<file path="src/hw/rtl/tfr_pkg.sv">
`timescale 1ns / 1ps
// Shared types, codes and constants of the texel format decoder.
// No dependencies.
package tfr_pkg;

    localparam int PALETTE_DEPTH = 256;
    localparam int PAL_AW        = $clog2(PALETTE_DEPTH);
    localparam int PAL_IDX_W     = 8;
    localparam int CFG_IDX_W     = 2;
    localparam int CFG_DATA_W    = 3;
    localparam int MAX_PIX       = 8;
    localparam int CNT_W         = $clog2(MAX_PIX + 1);

    // register indexes on the configuration channel
    localparam logic [CFG_IDX_W-1:0] REG_FORMAT = 2'd0;
    localparam logic [CFG_IDX_W-1:0] REG_SIZE   = 2'd1;

    // format_code values
    localparam logic [2:0] FMT_RGBA = 3'd0;
    localparam logic [2:0] FMT_IA   = 3'd1;
    localparam logic [2:0] FMT_I    = 3'd2;
    localparam logic [2:0] FMT_CI   = 3'd3;

    // pixel_size values
    localparam logic [1:0] SIZE_4  = 2'd0;
    localparam logic [1:0] SIZE_8  = 2'd1;
    localparam logic [1:0] SIZE_16 = 2'd2;
    localparam logic [1:0] SIZE_32 = 2'd3;

    // command values
    localparam logic CMD_PAL_WRITE = 1'b0;
    localparam logic CMD_TEXELS    = 1'b1;

    // result status
    localparam logic [1:0] ST_OK          = 2'd0;
    localparam logic [1:0] ST_UNSUPPORTED = 2'd1;
    localparam logic [1:0] ST_NO_PALETTE  = 2'd2;

    localparam logic [7:0] ALPHA_FULL = 8'd255;
    localparam logic [7:0] MUL_NIB    = 8'h11;  // 4-bit to 8-bit
    localparam logic [7:0] MUL_IA3    = 8'h24;  // 3-bit to 8-bit

    typedef enum logic [3:0] {
        MODE_RGBA16 = 4'd0,
        MODE_RGBA32 = 4'd1,
        MODE_IA4    = 4'd2,
        MODE_IA8    = 4'd3,
        MODE_IA16   = 4'd4,
        MODE_I4     = 4'd5,
        MODE_I8     = 4'd6,
        MODE_CI4    = 4'd7,
        MODE_CI8    = 4'd8,
        MODE_UNSUP  = 4'd9,
        MODE_NOPAL  = 4'd10
    } t_mode;

    // one pixel slot handed from the unpacker to the decoder
    typedef struct packed {
        t_mode             mode;
        logic [31:0]       data;   // current texel sits in the top bits
        logic              last;
        logic [PAL_AW-1:0] addr;
        logic              oob;    // palette index beyond the table
    } t_slot;

    typedef struct packed {
        logic                 en;
        logic [PAL_IDX_W-1:0] idx;
        logic [15:0]          value;
    } t_pal_wr;

    // floor(v * 255 / 31)
    localparam logic [7:0] SCALE5 [32] = '{
        8'd0,   8'd8,   8'd16,  8'd24,  8'd32,  8'd41,  8'd49,  8'd57,
        8'd65,  8'd74,  8'd82,  8'd90,  8'd98,  8'd106, 8'd115, 8'd123,
        8'd131, 8'd139, 8'd148, 8'd156, 8'd164, 8'd172, 8'd180, 8'd189,
        8'd197, 8'd205, 8'd213, 8'd222, 8'd230, 8'd238, 8'd246, 8'd255
    };

    function automatic logic [7:0] scale5(input logic [4:0] v);
        return SCALE5[v];
    endfunction

endpackage

</file>
<file path="src/hw/rtl/tfr_palette.sv">
`timescale 1ns / 1ps
// Palette memory (RGBA5551 entries) with one write and one read port,
// read data registered, plus the palette-loaded flag. Uses tfr_pkg.
module tfr_palette import tfr_pkg::*; (
    input  logic              i_clk,
    input  logic              i_rst_n,
    input  t_pal_wr           i_wr,
    input  logic              i_rd_en,
    input  logic [PAL_AW-1:0] i_rd_addr,
    output logic [15:0]       o_rd_data,
    output logic              o_loaded
);

    logic [15:0] r_mem [PALETTE_DEPTH];
    logic [15:0] r_rd_data;
    logic        r_loaded;
    logic        wr_ok;

    assign wr_ok = i_wr.en && ({1'b0, i_wr.idx} < (PAL_IDX_W + 1)'(PALETTE_DEPTH));

    // read-first: a read and a write in the same cycle return the old entry
    always_ff @(posedge i_clk) begin
        if (wr_ok) begin
            r_mem[i_wr.idx[PAL_AW-1:0]] <= i_wr.value;
        end
        if (i_rd_en) begin
            r_rd_data <= r_mem[i_rd_addr];
        end
    end

    always_ff @(posedge i_clk) begin
        if (!i_rst_n) begin
            r_loaded <= 1'b0;
        end else if (wr_ok) begin
            r_loaded <= 1'b1;
        end
    end

    assign o_rd_data = r_rd_data;
    assign o_loaded  = r_loaded;

endmodule

</file>
<file path="config.mk">
export PLATFORM = sky130hd
export DESIGN_NAME = tfr_palette
export DESIGN_NICKNAME = d
export VERILOG_FILES = /design/src/hw/rtl/tfr_pkg.sv /design/src/hw/rtl/tfr_palette.sv
export SDC_FILE = /design/constraint.sdc
export NUM_CORES = 2
export LEC_CHECK = 0
export BUFFER_PORTS_ARGS = -buffer_cell sky130_fd_sc_hd__buf_2
export CORE_MARGIN = 3
export CORE_UTILIZATION = 60
export CTS_BUF_LIST = sky130_fd_sc_hd__clkbuf_4 sky130_fd_sc_hd__clkbuf_8 sky130_fd_sc_hd__clkbuf_16
export DETAILED_ROUTE_END_ITERATION = 8
export PLACE_DENSITY_LB_ADDON = 0.1
export SKIP_CTS_REPAIR_TIMING = 1
export SLEW_MARGIN = 0
export SYNTH_ARGS = -nofsm -noshare
export SYNTH_HDL_FRONTEND = slang
export SYNTH_SLANG_ARGS = --single-unit
</file>
<file path="constraint.sdc">
create_clock -name i_clk -period 3.9 [get_ports i_clk]
set_input_delay 0.78 -clock i_clk [delete_from_list [all_inputs] [get_ports i_clk]]
set_output_delay 0.78 -clock i_clk [all_outputs]
set_load 0.01 [all_outputs]
</file>
* After elaboration in Yosys (flattened, before gate mapping)
Memory sizes are Yosys's and may differ from the RTL's. A register that Yosys moved wholly into a read port is not among the register bits. Cells that the tools add are included.
Cells by class: mux-type cells 2
Operator list (number):
- 2-to-1 mux 1 bit | 2
Word-level totals: register bits after elaboration 1, memory bits (writable) 4096, input bits 36, logic and storage cells 4, memories kept 1
Memories:
- r_mem | depth 256, width 16, read ports 1, clocked after memory_dff 1, wr ports 1, line tfr_palette.sv:14 | logic [15:0] r_mem [PALETTE_DEPTH];

* Logic depth before layout (Yosys ltp)
word-level depth 2, mapped depth 13, mapped depth without buffers 6

* Least setup slack after synthesis
Ideal clock, no wire load.
kind input to register, from in i_rd_addr[0], to reg r_rd_data[9], in the netlist o_rd_data[9] (read register of r_mem) (data pin), arrival time 2.765 ns, data required time 3.632 ns, path slack 0.867 ns, stages 8, buffers on the path 3, cells stage by stage buf_6 -> buf_8 -> buf_2 -> mux4_2 -> mux4_2 -> a22o_1 -> o32ai_1 -> nor4_2
RTL lines:
- start, declared | line tfr_palette.sv:9 | input logic [PAL_AW-1:0] i_rd_addr,
- end, declared | line tfr_palette.sv:15 | logic [15:0] r_rd_data;

==> results.yml <==
grt:
  track_usage_pct: 30.7
  grt_antenna_before_repair: 14
  grt_max_degree: 139
  grt_pass1_wl_um: 592000
  overflow: 0
  grt_pass1_vias: 79200
floorplan:
  core_area_mm2: 0.263
  die_x_um: 521
  io_pins: 53
  start_util_pct: 60.5
  die_h_um: 521
  placementRows: 188
  fp.dieArea_mm2: 0.271
clock_tree:
  root_buffer: "clkbuf_16"
  cts_htree_levels: 5
  clkTransAtPathRegs_ps: 60
  clock_path_buffers: 4
  clkLatencyLatePin_ps: 930
  numCtsBuffers: 406
  cts_sinks: 4113
  cts_tree: "built"
sta:
  holdWs_ps: 72.8
  finalSetupViolCount: 0
  setup-tns-final_ps: 0
  slew_headroom_pct: 4.44
  worst_slack_ps: 271
  layout_worst_path_cycle_share_pct: 93.1
  report.final.hold_viol_count: 0
  rsz0062_at_grt: "false"
  tightest_slew_ps: 1420
  finalCriticalPeriod_ps: 3630
  finalMaxSlewViolations: 0
  final.setup_skew_ps: 68.7
  fmax_mhz: 276
placement:
  pre_cts_slack_ps: -537
  dp_hpwl_um: 254000
  place_area_mm2: 0.169
  port_buffers: 52
  routabilityCongestion: 0.931
setup_path:
  cp.required_ps: 4540
  path_common_cell: "buf_12"
  crit_path_max_fanout: 21
  slowest_stage: "o32ai_1"
  critPathBufInv: 5
  critPathArrivalTime_ps: 4270
  r2r_slack_ps: 430
  crit_path_start_kind: "input pin"
  critPathKind: "in2reg"
  cp_cell_sequence: "buf_12, buf_12, buf_12, buf_12, mux4_2, mux2_2, a22oi_1, nand2_1, o32ai_1, buf_4, nor4_1"
  end_kind: "flop"
  cp_slowest_stage_delay_ps: 1040
  critical-path-top-delay-family: "compound AO/OA/AOI/OAI gates"
layout:
  final_area_mm2: 0.182
  fin_nets: 8187
  syn_to_final_growth_pct: 14.4
  fillers: 16300
  drive_above_1_share_pct: 28.6
synthesis:
  synth_most_common_cell: "edfxtp_1"
  synth_compound_area_share_pct: 3.55
  avgSynthCellArea_um2: 21.6
  synth_xor_area_share_pct: 0
  synth_cell_types: 52
  syn-cell-area_mm2: 0.159
  synthTopCellsByArea: "edfxtp_1 (78%), mux4_2 (11%), mux2i_1 (3.7%)"
  synth-simple-area-share_pct: 1.62
  yosys.area.top_type_share_pct: 77.7
  ys_warn_count: 0
  synth_mux_area_share_pct: 15.5
  synth_edf_count: 4112
  yosysSeqAreaShare_pct: 77.7
  synth_cells: 7369
  synth_top_flop_cell: "edfxtp_1"
  syn_nets: 7405
  synth-async-reset-ratio_pct: 0
  synthAdderAreaFrac_pct: 0
  synth_top_family_by_area: "multiplexers"
  synth-seq-cells: 4113
  synth_largest_area_cell: "edfxtp_1"
  synth_common_cells: "edfxtp_1 (4112), mux4_2 (794), mux2i_1 (588)"
drt:
  first_pass_iters: 8
  drt-vias-per-instance: 6.77
  via_count: 81300
  drc: 0
  drt_first_iter_violations: 11500
  routed_wl_um: 416000
  antenna_left: 0
  post_drt_wl_per_cell_um: 34.7
pwr:
  p_leak_uw: 0.0589
  vdd_drop_max_v: 0.000428
  power_uw: 92200
  p_per_area_mw_per_mm2: 507
status:
  status: "finished, final reports clean"
hold_path:
  hold_class: "in2reg"
flow_run:
  cap_violations: 0
-- layer usage --
layer	vias up	track usage (%)	share of wire, %
met3	720	6.66	11
met4	10	10.7	3.9
met5	-	0	0.017
met1	43000	45.4	39
li1	32900	-	-
met2	4660	46.3	46
-- cells by family (layout without fill, tap and decap cells) --
logic type,Yosys count,count (layout)
buffers and inverters,458,1564
AND/OR/NAND/NOR,566,566
multiplexers,1454,1454
AO/OA/AOI/OAI,778,778
flip-flops,4113,4113
other,0,9
-- cell type report --
cell class	instances	area (um2)	area share [%]
well taps	3515	4400	2.42
flip-flops and latches	4113	123000	67.9
clock buffers	489	10900	5.99
inverters	4	27.5	0.0151
multi-input cells	2798	33000	18.1
repair buffers	828	7870	4.32
diodes	9	22.5	0.0124
clock inverters	243	2200	1.21
-- worst paths after layout --
check,depth (start not counted),to,from
max,11,o_rd_data[3],i_rd_addr[0]
max reg2reg,8,o_rd_data[14],r_mem[138][14]
min reg2reg,1,o_loaded,o_loaded
min,2,o_loaded,i_rst_n
-- report_power, final --
part | switching, uW | internal [uW] | leakage (uW) | total [uW]
combinational | 3090 | 1800 | 0.0154 | 4890
clock | 16200 | 22300 | 0.00655 | 38500
sequential | 60.7 | 48800 | 0.0370 | 48800
total | 19300 | 72800 | 0.0589 | 92200
-- flip-flops by register name (all words and copies together) (netlist names) --
register   flops
r_mem       4096
o_loaded       1
o_rd_data     16
-- metrics by stage --
stage | util [%] | instances
detailed placement | 64.2 | 11300
floorplan | - | 7369
global placement | 64.2 | 11300
global route | 69.2 | 12000
CTS | 69.2 | 12000
finish | 69.2 | 12000
-- placed cells by master (no fill, tap or decap), types with 10 or more instances in the layout --
cell       synthesis  layout
nand4_1           25      25
buf_4             44     651
a221oi_1          20      20
buf_8             20      17
inv_6              0      10
bufinv_16          0      37
nor2_1           300     248
a22o_1            32      32
buf_2             63      31
nor3_1            92      89
clkbuf_4           0      77
clkinv_2           0      85
o31ai_1           16      16
o21ai_0           34      34
o32ai_1           13      13
nor4_1            17      17
nand3_1           34      25
o22ai_1          169     169
clkbuf_16          0     412
and3_1            10      10
nor2_2             0      51
edfxtp_1        4112    4112
a211oi_1          17      17
a21oi_1          153     153
mux2i_1          588     588
nand2_1           49      48
o221ai_1         252     252
clkinv_1           0      95
buf_12             8     127
mux2_2            72      72
mux4_2           794     794
a22oi_1           42      42
No activity file was read; power rests on OpenSTA's default activity.
