**config.mk**
```make
export PLATFORM = sky130hd
export DESIGN_NAME = tfr_decode_flat
export DESIGN_NICKNAME = d
export VERILOG_FILES = /design/src/hw/rtl/tfr_pkg.sv /design/src/hw/rtl/tfr_pix_if.sv /design/src/hw/rtl/tfr_decode.sv /design/src/flat_wrapper.sv
export SDC_FILE = /design/constraint.sdc
export NUM_CORES = 1
export LEC_CHECK = 0
export ABC_AREA = 1
export BUFFER_PORTS_ARGS = -buffer_cell sky130_fd_sc_hd__buf_2
export CORE_ASPECT_RATIO = 0.75
export CORE_MARGIN = 1.5
export CORE_UTILIZATION = 57
export DETAILED_ROUTE_END_ITERATION = 10
export PLACE_DENSITY = 0.94
export SYNTH_ARGS = -nofsm -noshare
export SYNTH_HDL_FRONTEND = slang
export SYNTH_SLANG_ARGS = --single-unit
```
**constraint.sdc**
```tcl
create_clock -name i_clk -period 6.53 [get_ports i_clk]
set_clock_uncertainty 0.2 [all_clocks]
set_input_delay 0.653 -clock i_clk [delete_from_list [all_inputs] [get_ports i_clk]]
set_output_delay 0.653 -clock i_clk [all_outputs]
set_load 0.005 [all_outputs]
```
**src/hw/rtl/tfr_pkg.sv**
```systemverilog
`timescale 1ns / 1ps
// Shared types, codes and constants of the texel format decoder.
// No dependencies.
package tfr_pkg;

    localparam int PALETTE_DEPTH = 256;
    localparam int PAL_AW        = $clog2(PALETTE_DEPTH);
    localparam int PAL_IDX_W     = 8;
    localparam int CFG_IDX_W     = 2;
    localparam int CFG_DATA_W    = 3;
    localparam int MAX_PIX       = 8;
    localparam int CNT_W         = $clog2(MAX_PIX + 1);

    // register indexes on the configuration channel
    localparam logic [CFG_IDX_W-1:0] REG_FORMAT = 2'd0;
    localparam logic [CFG_IDX_W-1:0] REG_SIZE   = 2'd1;

    // format_code values
    localparam logic [2:0] FMT_RGBA = 3'd0;
    localparam logic [2:0] FMT_IA   = 3'd1;
    localparam logic [2:0] FMT_I    = 3'd2;
    localparam logic [2:0] FMT_CI   = 3'd3;

    // pixel_size values
    localparam logic [1:0] SIZE_4  = 2'd0;
    localparam logic [1:0] SIZE_8  = 2'd1;
    localparam logic [1:0] SIZE_16 = 2'd2;
    localparam logic [1:0] SIZE_32 = 2'd3;

    // command values
    localparam logic CMD_PAL_WRITE = 1'b0;
    localparam logic CMD_TEXELS    = 1'b1;

    // result status
    localparam logic [1:0] ST_OK          = 2'd0;
    localparam logic [1:0] ST_UNSUPPORTED = 2'd1;
    localparam logic [1:0] ST_NO_PALETTE  = 2'd2;

    localparam logic [7:0] ALPHA_FULL = 8'd255;
    localparam logic [7:0] MUL_NIB    = 8'h11;  // 4-bit to 8-bit
    localparam logic [7:0] MUL_IA3    = 8'h24;  // 3-bit to 8-bit

    typedef enum logic [3:0] {
        MODE_RGBA16 = 4'd0,
        MODE_RGBA32 = 4'd1,
        MODE_IA4    = 4'd2,
        MODE_IA8    = 4'd3,
        MODE_IA16   = 4'd4,
        MODE_I4     = 4'd5,
        MODE_I8     = 4'd6,
        MODE_CI4    = 4'd7,
        MODE_CI8    = 4'd8,
        MODE_UNSUP  = 4'd9,
        MODE_NOPAL  = 4'd10
    } t_mode;

    // one pixel slot handed from the unpacker to the decoder
    typedef struct packed {
        t_mode             mode;
        logic [31:0]       data;   // current texel sits in the top bits
        logic              last;
        logic [PAL_AW-1:0] addr;
        logic              oob;    // palette index beyond the table
    } t_slot;

    typedef struct packed {
        logic                 en;
        logic [PAL_IDX_W-1:0] idx;
        logic [15:0]          value;
    } t_pal_wr;

    // floor(v * 255 / 31)
    localparam logic [7:0] SCALE5 [32] = '{
        8'd0,   8'd8,   8'd16,  8'd24,  8'd32,  8'd41,  8'd49,  8'd57,
        8'd65,  8'd74,  8'd82,  8'd90,  8'd98,  8'd106, 8'd115, 8'd123,
        8'd131, 8'd139, 8'd148, 8'd156, 8'd164, 8'd172, 8'd180, 8'd189,
        8'd197, 8'd205, 8'd213, 8'd222, 8'd230, 8'd238, 8'd246, 8'd255
    };

    function automatic logic [7:0] scale5(input logic [4:0] v);
        return SCALE5[v];
    endfunction

endpackage

```
**src/hw/rtl/tfr_pix_if.sv**
```systemverilog
`timescale 1ns / 1ps
// Pixel channel: one decoded RGBA8 pixel per transfer.
// No dependencies.
interface tfr_pix_if;
    logic       valid;
    logic       ready;
    logic [7:0] red;
    logic [7:0] green;
    logic [7:0] blue;
    logic [7:0] alpha;
    logic [1:0] status;
    logic       last_of_word;

    modport source(output valid, red, green, blue, alpha, status, last_of_word,
                   input ready);
    modport sink(input valid, red, green, blue, alpha, status, last_of_word,
                 output ready);
endinterface

```
**src/hw/rtl/tfr_decode.sv**
```systemverilog
`timescale 1ns / 1ps
// Slot register alongside the palette read, color conversion to RGBA8
// and the output register. Uses tfr_pkg and tfr_pix_if.
module tfr_decode import tfr_pkg::*; (
    input  logic        i_clk,
    input  logic        i_rst_n,
    input  logic        i_slot_valid,
    output logic        o_slot_ready,
    input  t_slot       i_slot,
    input  logic [15:0] i_rd_data,
    tfr_pix_if.source   o_pix
);

    logic        r_b_valid;
    t_slot       r_b;
    logic        r_c_valid;
    logic [7:0]  r_c_red, r_c_green, r_c_blue, r_c_alpha;
    logic [1:0]  r_c_status;
    logic        r_c_last;

    logic        c_ready;
    logic        b_move;
    logic [15:0] col;
    logic [3:0]  nib;
    logic [7:0]  byt;
    logic [7:0]  n_red, n_green, n_blue, n_alpha;
    logic [1:0]  n_status;

    assign c_ready      = !r_c_valid || o_pix.ready;
    assign b_move       = r_b_valid && c_ready;
    assign o_slot_ready = !r_b_valid || c_ready;

    always_ff @(posedge i_clk) begin
        if (!i_rst_n) begin
            r_b_valid <= 1'b0;
        end else if (o_slot_ready) begin
            r_b_valid <= i_slot_valid;
        end
    end

    always_ff @(posedge i_clk) begin
        if (o_slot_ready && i_slot_valid) begin
            r_b <= i_slot;
        end
    end

    assign nib = r_b.data[31:28];
    assign byt = r_b.data[31:24];

    // palette modes take the entry, RGBA16 the top halfword
    always_comb begin
        if (r_b.mode == MODE_CI4 || r_b.mode == MODE_CI8) begin
            col = r_b.oob ? 16'h0000 : i_rd_data;
        end else begin
            col = r_b.data[31:16];
        end
    end

    always_comb begin
        n_red    = 8'h00;
        n_green  = 8'h00;
        n_blue   = 8'h00;
        n_alpha  = 8'h00;
        n_status = ST_OK;
        case (r_b.mode)
            MODE_RGBA16, MODE_CI4, MODE_CI8: begin
                n_red   = scale5(col[15:11]);
                n_green = scale5(col[10:6]);
                n_blue  = scale5(col[5:1]);
                n_alpha = col[0] ? ALPHA_FULL : 8'h00;
            end
            MODE_RGBA32: begin
                n_red   = r_b.data[31:24];
                n_green = r_b.data[23:16];
                n_blue  = r_b.data[15:8];
                n_alpha = r_b.data[7:0];
            end
            MODE_IA4: begin
                n_red   = 8'({5'd0, nib[3:1]} * MUL_IA3);
                n_green = n_red;
                n_blue  = n_red;
                n_alpha = nib[0] ? ALPHA_FULL : 8'h00;
            end
            MODE_IA8: begin
                n_red   = 8'({4'd0, byt[7:4]} * MUL_NIB);
                n_green = n_red;
                n_blue  = n_red;
                n_alpha = 8'({4'd0, byt[3:0]} * MUL_NIB);
            end
            MODE_IA16: begin
                n_red   = byt;
                n_green = byt;
                n_blue  = byt;
                n_alpha = r_b.data[23:16];
            end
            MODE_I4: begin
                n_red   = 8'({4'd0, nib} * MUL_NIB);
                n_green = n_red;
                n_blue  = n_red;
                n_alpha = n_red;
            end
            MODE_I8: begin
                n_red   = byt;
                n_green = byt;
                n_blue  = byt;
                n_alpha = byt;
            end
            MODE_NOPAL: n_status = ST_NO_PALETTE;
            default:    n_status = ST_UNSUPPORTED;
        endcase
    end

    always_ff @(posedge i_clk) begin
        if (!i_rst_n) begin
            r_c_valid <= 1'b0;
        end else if (c_ready) begin
            r_c_valid <= r_b_valid;
        end
    end

    always_ff @(posedge i_clk) begin
        if (b_move) begin
            r_c_red    <= n_red;
            r_c_green  <= n_green;
            r_c_blue   <= n_blue;
            r_c_alpha  <= n_alpha;
            r_c_status <= n_status;
            r_c_last   <= r_b.last;
        end
    end

    assign o_pix.valid        = r_c_valid;
    assign o_pix.red          = r_c_red;
    assign o_pix.green        = r_c_green;
    assign o_pix.blue         = r_c_blue;
    assign o_pix.alpha        = r_c_alpha;
    assign o_pix.status       = r_c_status;
    assign o_pix.last_of_word = r_c_last;

`ifndef SYNTHESIS
    a_err_is_last: assert property (@(posedge i_clk) disable iff (!i_rst_n)
        r_c_valid && r_c_status != ST_OK |-> r_c_last)
        else $error("error status on a pixel that is not last of word");
    a_err_is_black: assert property (@(posedge i_clk) disable iff (!i_rst_n)
        r_c_valid && r_c_status != ST_OK |->
            {r_c_red, r_c_green, r_c_blue, r_c_alpha} == 32'h0)
        else $error("error status with nonzero color");
    a_status_code: assert property (@(posedge i_clk) disable iff (!i_rst_n)
        r_c_valid |-> r_c_status == ST_OK || r_c_status == ST_UNSUPPORTED
                      || r_c_status == ST_NO_PALETTE)
        else $error("undefined status code");
    a_slot_lands: assert property (@(posedge i_clk) disable iff (!i_rst_n)
        i_slot_valid && o_slot_ready |=> r_b_valid)
        else $error("issued slot lost before the decode stage");
`endif

endmodule

```
**src/flat_wrapper.sv**
```systemverilog
// flat-port wrapper written by rule: the top's interface ports become plain ports
module tfr_decode_flat import tfr_pkg::*;
  (i_clk, i_rst_n, i_slot_valid, o_slot_ready, i_slot, i_rd_data, o_pix_valid, o_pix_red, o_pix_green, o_pix_blue, o_pix_alpha, o_pix_status, o_pix_last_of_word, o_pix_ready);
  tfr_pix_if o_pix_i ();
  input  logic i_clk;
  input  logic i_rst_n;
  input  logic i_slot_valid;
  output logic o_slot_ready;
  input  t_slot i_slot;
  input  logic [15:0] i_rd_data;
  output wire logic [$bits(o_pix_i.valid)-1:0] o_pix_valid;
  output wire logic [$bits(o_pix_i.red)-1:0] o_pix_red;
  output wire logic [$bits(o_pix_i.green)-1:0] o_pix_green;
  output wire logic [$bits(o_pix_i.blue)-1:0] o_pix_blue;
  output wire logic [$bits(o_pix_i.alpha)-1:0] o_pix_alpha;
  output wire logic [$bits(o_pix_i.status)-1:0] o_pix_status;
  output wire logic [$bits(o_pix_i.last_of_word)-1:0] o_pix_last_of_word;
  input wire logic [$bits(o_pix_i.ready)-1:0] o_pix_ready;
  assign o_pix_valid = o_pix_i.valid;
  assign o_pix_red = o_pix_i.red;
  assign o_pix_green = o_pix_i.green;
  assign o_pix_blue = o_pix_i.blue;
  assign o_pix_alpha = o_pix_i.alpha;
  assign o_pix_status = o_pix_i.status;
  assign o_pix_last_of_word = o_pix_i.last_of_word;
  assign o_pix_i.ready = o_pix_ready;
  tfr_decode u_core (.i_clk(i_clk), .i_rst_n(i_rst_n), .i_slot_valid(i_slot_valid), .o_slot_ready(o_slot_ready), .i_slot(i_slot), .i_rd_data(i_rd_data), .o_pix(o_pix_i));
endmodule
```
# Word level (Yosys, flattened, before mapping)
# Memory sizes are Yosys's and may differ from the RTL's.
# Index checks and enable logic that the tools add are counted.
# totals
reg_bits	75
romBits	768
word_cells	61
memories	3
# classes
multipliers	3
order_cmp	3
n_eq_ne	9
mux	15
bitwise_logic	3
reduce_logical	13
# mem_list
name	words	width	read_ports	rd_clocked_by_memory_dff	write_ports	line_no	source
(name not given)	32	8	1	0	0	tfr_pkg.sv:81	return SCALE5[v];
(name not given)	32	8	1	0	0	tfr_pkg.sv:81	
(name not given)	32	8	1	0	0	tfr_pkg.sv:81	
# ops
operator	n
case mux 8 bit (5 select lines)	2
2-to-1 mux 8 bit	8
case mux 8 bit (7 select lines)	1
2-to-1 mux 16 bit	2
case mux 8 bit (4 select lines)	1
>= comparator 6 bit, second input constant	3
inverter 5 -> 6 bit	3
equality test 4 x 3 -> 1 bit, second input constant	4
multiplier 4 x 5 -> 8 bit, second input constant	2
OR reduction 9 bit	1
equality test 4 x 2 -> 1 bit, second input constant	2
equality test 4 bit, second input constant	2
multiplier 3 x 4 -> 6 bit, second input constant	1
OR reduction 3 bit	2
equality test 4 x 1 -> 1 bit, second input constant	1
zero test 4 bit	1
case mux 2 bit (2 select lines)	1
OR reduction 2 bit	2
logical OR 1 bit	3
logical AND 1 bit	2
zero test 1 bit	2

# Depth between registers and ports, before layout
# depth
depth_word	8
depth_mapped	15

# Worst setup path after synthesis
# OpenSTA, ideal clock, no wires.
# synth_timing
path_kind	in2reg
startpoint	input port o_pix_ready
endpoint	register u_core.r_c_alpha[0], in the netlist u_core.o_pix.alpha[0], enable pin
setup_time_ps	439
arrival_time_ps	2424
path_slack_ps	3467
path_stages	2
n_path_buf	0
cell_sequence	inv_1 > a21oi_1
# synth_between
elab_chain_cells	2
# synth_rtl
item	line_no	source
start, declared	flat_wrapper.sv:18	input wire logic [$bits(o_pix_i.ready)-1:0] o_pix_ready;
logical OR 1 bit	tfr_decode.sv:29	assign c_ready = !r_c_valid || o_pix.ready;
logical AND 1 bit	tfr_decode.sv:30	assign b_move = r_b_valid && c_ready;
via u_core.b_move	tfr_decode.sv:22	logic b_move;
end signal, assigned	tfr_decode.sv:126	r_c_alpha <= n_alpha;
end, declared	tfr_decode.sv:17	logic [7:0] r_c_red, r_c_green, r_c_blue, r_c_alpha;
# The timed path passes the listed nets, and every way through them passes these cells.
# A chain may end at the register's enable or synchronous reset.

# Worst setup path in the final report
# layout_timing
startpoint	register u_core.r_b[45] in the netlist's numbering
endpoint	register u_core.r_c_green[1], in the netlist u_core.o_pix.green[1], data pin
# layout_between
elab_chain_cells	8
word_cells_on_any_way	19
# layout_rtl
item	line_no	source
start, declared	tfr_decode.sv:15	t_slot r_b;
start signal, assigned	tfr_decode.sv:43	r_b <= i_slot;
equality test 4 x 3 -> 1 bit / equality test 4 bit (equally long branches)	tfr_decode.sv:52, tfr_decode.sv:65	
logical OR 1 bit	tfr_decode.sv:52	if (r_b.mode == MODE_CI4 || r_b.mode == MODE_CI8) begin
2-to-1 mux 16 bit	tfr_decode.sv:52	
inverter 5 -> 6 bit (implied by the code)	tfr_pkg.sv:81	
memory read (32 x 8 bit)	-	
2-to-1 mux 8 bit (implied by the code) (2 in series)	tfr_pkg.sv:81	
case mux 8 bit (5 select lines) *	tfr_decode.sv:65	case (r_b.mode)
via u_core.n_green[1]	tfr_decode.sv:26	logic [7:0] n_red, n_green, n_blue, n_alpha;
end signal, assigned	tfr_decode.sv:124	r_c_green <= n_green;
end, declared	tfr_decode.sv:17	
# The timed path passes the listed nets; every way through them passes the cells marked *. The select of a mux whose other input is x is not followed.

==> flow_metrics.env <==
export IMPL_maxCapViolations=0
export IMPL_power_share_clock_pct=30.1
export IMPL_combPwrFrac_pct=14.7
export IMPL_cts_resized=0
export IMPL_finalWorstSetupSlack_ps=4010
export IMPL_postCtsSetupRepairBufs=0
export IMPL_dp_slack_ps=4070
export IMPL_rsz0062_at_grt="false"
export IMPL_final_hold_violation_count=0
export IMPL_grt_max_degree=39
export IMPL_drcViolationCount=0
export IMPL_power_density_nw_per_um2=233
export IMPL_multi_input_area_sq_um=1330
export IMPL_grt_antenna_before_repair=0
export IMPL_worst_pin_slew_ps=1160
export IMPL_path_clk_slew_ps=80
export IMPL_first_pass_iters=5
export IMPL_grt_pass1_wl_mm=14.8
export IMPL_num_rows=25
export IMPL_synth_area_leaders="edfxtp_1, nand2_1, inv_1, nand3_1, o2111ai_1"
export IMPL_setup_viol=0
export IMPL_fp_coreArea_sq_um=6410
export IMPL_setup_tns_final_ps=0
export IMPL_yosysUniqueCellTypes=28
export IMPL_async_flop_share_pct=0
export IMPL_synth_yosys_seq_area_share_pct=58.1
export IMPL_netlist_top_cell_by_area="edfxtp_1"
export IMPL_cp_startpoint="u_core.r_b[45]"
export IMPL_crit_required_ps=6440
export IMPL_p_int_mw=0.764
export IMPL_syn_area_sq_um=3840
export IMPL_fp_dieW_microns=97.8
export IMPL_min_delay_start="u_core.r_b[9]"
export IMPL_ant_nets=0
export IMPL_drive_gt1_share_pct=24.6
export IMPL_dieArea_sq_um=7240
export IMPL_arrival_ps=2430
export IMPL_start_util_pct=59.9
export IMPL_grt_ovfl_total=0
export IMPL_power_leakage_nw=2.11
export IMPL_syn_to_final_growth_pct=18.1
export IMPL_switchingPower_mw=0.293
export IMPL_start_kind="flop"
export IMPL_peakVddDrop_v=0.000163
export IMPL_p_seq_share_pct=55.2
export IMPL_fmax_ghz=0.397
export IMPL_cts_sinks=75
export IMPL_path_class="reg -> reg"
export IMPL_drtIter0Drc=327
export IMPL_status="finished, final reports clean"
export IMPL_clk_latency_ps=350
export IMPL_synth_cells=423
export IMPL_cp_max_fo=29
export IMPL_yosysTopAreaCellShare_pct=57.1
export IMPL_numCtsBuffers=9
export IMPL_synth_edf_count=73
export IMPL_vias_per_cell=5.52
export IMPL_synth_flop_cell="edfxtp_1"
export IMPL_syn_nets=489
export IMPL_root_buffer="clkbuf_8"
export IMPL_end_kind="flop"
export IMPL_synth_top_cells_by_count="nand2_1, edfxtp_1, inv_1"
export IMPL_r2r_start="u_core.r_b[45]"
export IMPL_n_antenna_cell=0
export IMPL_cts_path_max_buffers=2
export IMPL_nNetsFinal=586
export IMPL_max_slew_margin_pct=22.6
export IMPL_ios=103
export IMPL_final_max_slew_viol_count=0
export IMPL_dieHeight_microns=74.1
export IMPL_vias=3344
export IMPL_gp_congestion=0.906
export IMPL_place_hpwl_mm=7.03
export IMPL_cts_tree="done"
export IMPL_portBuffers=94
export IMPL_cts_hold_buf=0
export IMPL_wire_per_inst_microns=15.8
export IMPL_period_share_pct=38.6
export IMPL_ys_ff_latch=75
export IMPL_fill_cells=493
export IMPL_regArea_sq_um=2230
export IMPL_syn_avg_cell_area_sq_um=9.07
export IMPL_ys_warn_count=0
export IMPL_synthMostInstantiatedCell="nand2_1"
export IMPL_totalWireLength_mm=9.60
export IMPL_fin_crit_ps=2520
export IMPL_min_path_type="reg -> reg"
export IMPL_cts_htree_levels=3
export IMPL_grtUsageTotal_pct=27.3
export IMPL_switching_share_pct=27.7
export IMPL_grt_pass1_vias=2999
-- critical path, stage by stage, from the launching register on --
cell and delay [ps]:
edfxtp_1 500, inv_2 120, nor2_2 50, nand2_2 270, nand2_4 280, inv_2 150, nand2_4 110, inv_2 260
nor2_1 110, nand2_1 80, nand2_1 50, nand2_1 60, nand2_1 40
-- final cells by class --
| class | instances | share of cell area [%] |
|---|---|---|
| Tap cell | 81 | 2.24 |
| Clock buffer | 10 | 2.81 |
| Multi-Input combinational cell | 282 | 29.4 |
| Inverter | 57 | 4.72 |
| Timing Repair Buffer | 95 | 10.5 |
| Clock inverter | 6 | 1.08 |
| Sequential cell | 75 | 49.2 |
-- registers in the layout, summed over array words and instances (netlist names) --
register,cells
u_core.byt,8
u_core.o_pix.alpha,8
u_core.o_pix.blue,8
u_core.o_pix.green,8
u_core.o_pix.last_of_word,1
u_core.o_pix.red,8
u_core.o_pix.status,2
u_core.o_pix.valid,1
u_core.r_b,30
u_core.r_b_valid,1
-- worst paths after layout --
kind,endpoint,slack (ps),cells past startpoint
worst min-delay path,u_core.o_pix.last_of_word,230,0
worst max register to register,u_core.o_pix.green[1],4010,12
worst max-delay path,u_core.o_pix.green[1],4010,12
worst min register to register,u_core.o_pix.last_of_word,230,0
-- cell families (layout without fill, tap and decap cells) --
group                  after synthesis  after routing  synth area share (%)
buffers and inverters               66            168                  7.43
AO/OA/AOI/OAI                       51             51                  8.74
AND/OR/NAND/NOR                    231            231                  25.7
flip-flops                          75             75                  58.1
-- power by group through the flow --
stage | logic (mW) | clock network, mW | registers [mW]
2_1_floorplan | 0.0962 | 0 | 0.591
3_3_place_gp | 0.147 | 0 | 0.593
3_5_place_dp | 0.152 | 0 | 0.593
4_1_cts | 0.153 | 0.322 | 0.583
5_1_grt | 0.173 | 0.342 | 0.586
6_report | 0.156 | 0.318 | 0.584
-- placed cells by master, fill, tap and decap left out --
master,n
buf_2,94
nand2_4,3
o21ai_2,3
edfxtp_1,73
nand4_1,8
nand2_1,157
buf_4,1
o21a_1,2
inv_1,54
a21oi_1,12
dfxtp_1,2
nor2_2,1
o21ai_0,11
clkinv_4,1
nor2_4,1
o21ai_1,4
o211ai_1,3
o221ai_1,1
a221oi_1,3
clkbuf_1,1
nand3_1,35
inv_6,2
a21oi_4,1
nand2_2,7
clkinvlp_4,3
nand3b_1,1
o2111ai_1,11
inv_2,3
clkbuf_8,9
nor2_1,17
nor3_1,1
-- layer usage --
| layer | routed length, microns | track usage, % | up-vias |
|---|---|---|---|
| li1 | - | - | 1623 |
| met5 | 0 | 0 | - |
| met2 | 4290 | 45.6 | 215 |
| met3 | 1000 | 6.48 | 24 |
| met1 | 4140 | 36.3 | 1482 |
| met4 | 163 | 8.25 | 0 |
-- through the flow --
stage | hold WS, ps | cells | area, sq um | power [mW] | util [%]
after floorplan | 200 | 423 | 3840 | 0.687 | -
after global placement | 204 | 590 | 4360 | 0.740 | 68.0
after detailed placement | 210 | 590 | 4360 | 0.746 | 68.0
after CTS | 229 | 606 | 4530 | 1.06 | 70.7
after global routing | 235 | 606 | 4530 | 1.10 | 70.7
final | 229 | 606 | 4530 | 1.06 | 70.7
Note: power is estimated with default switching activity, not from simulation.
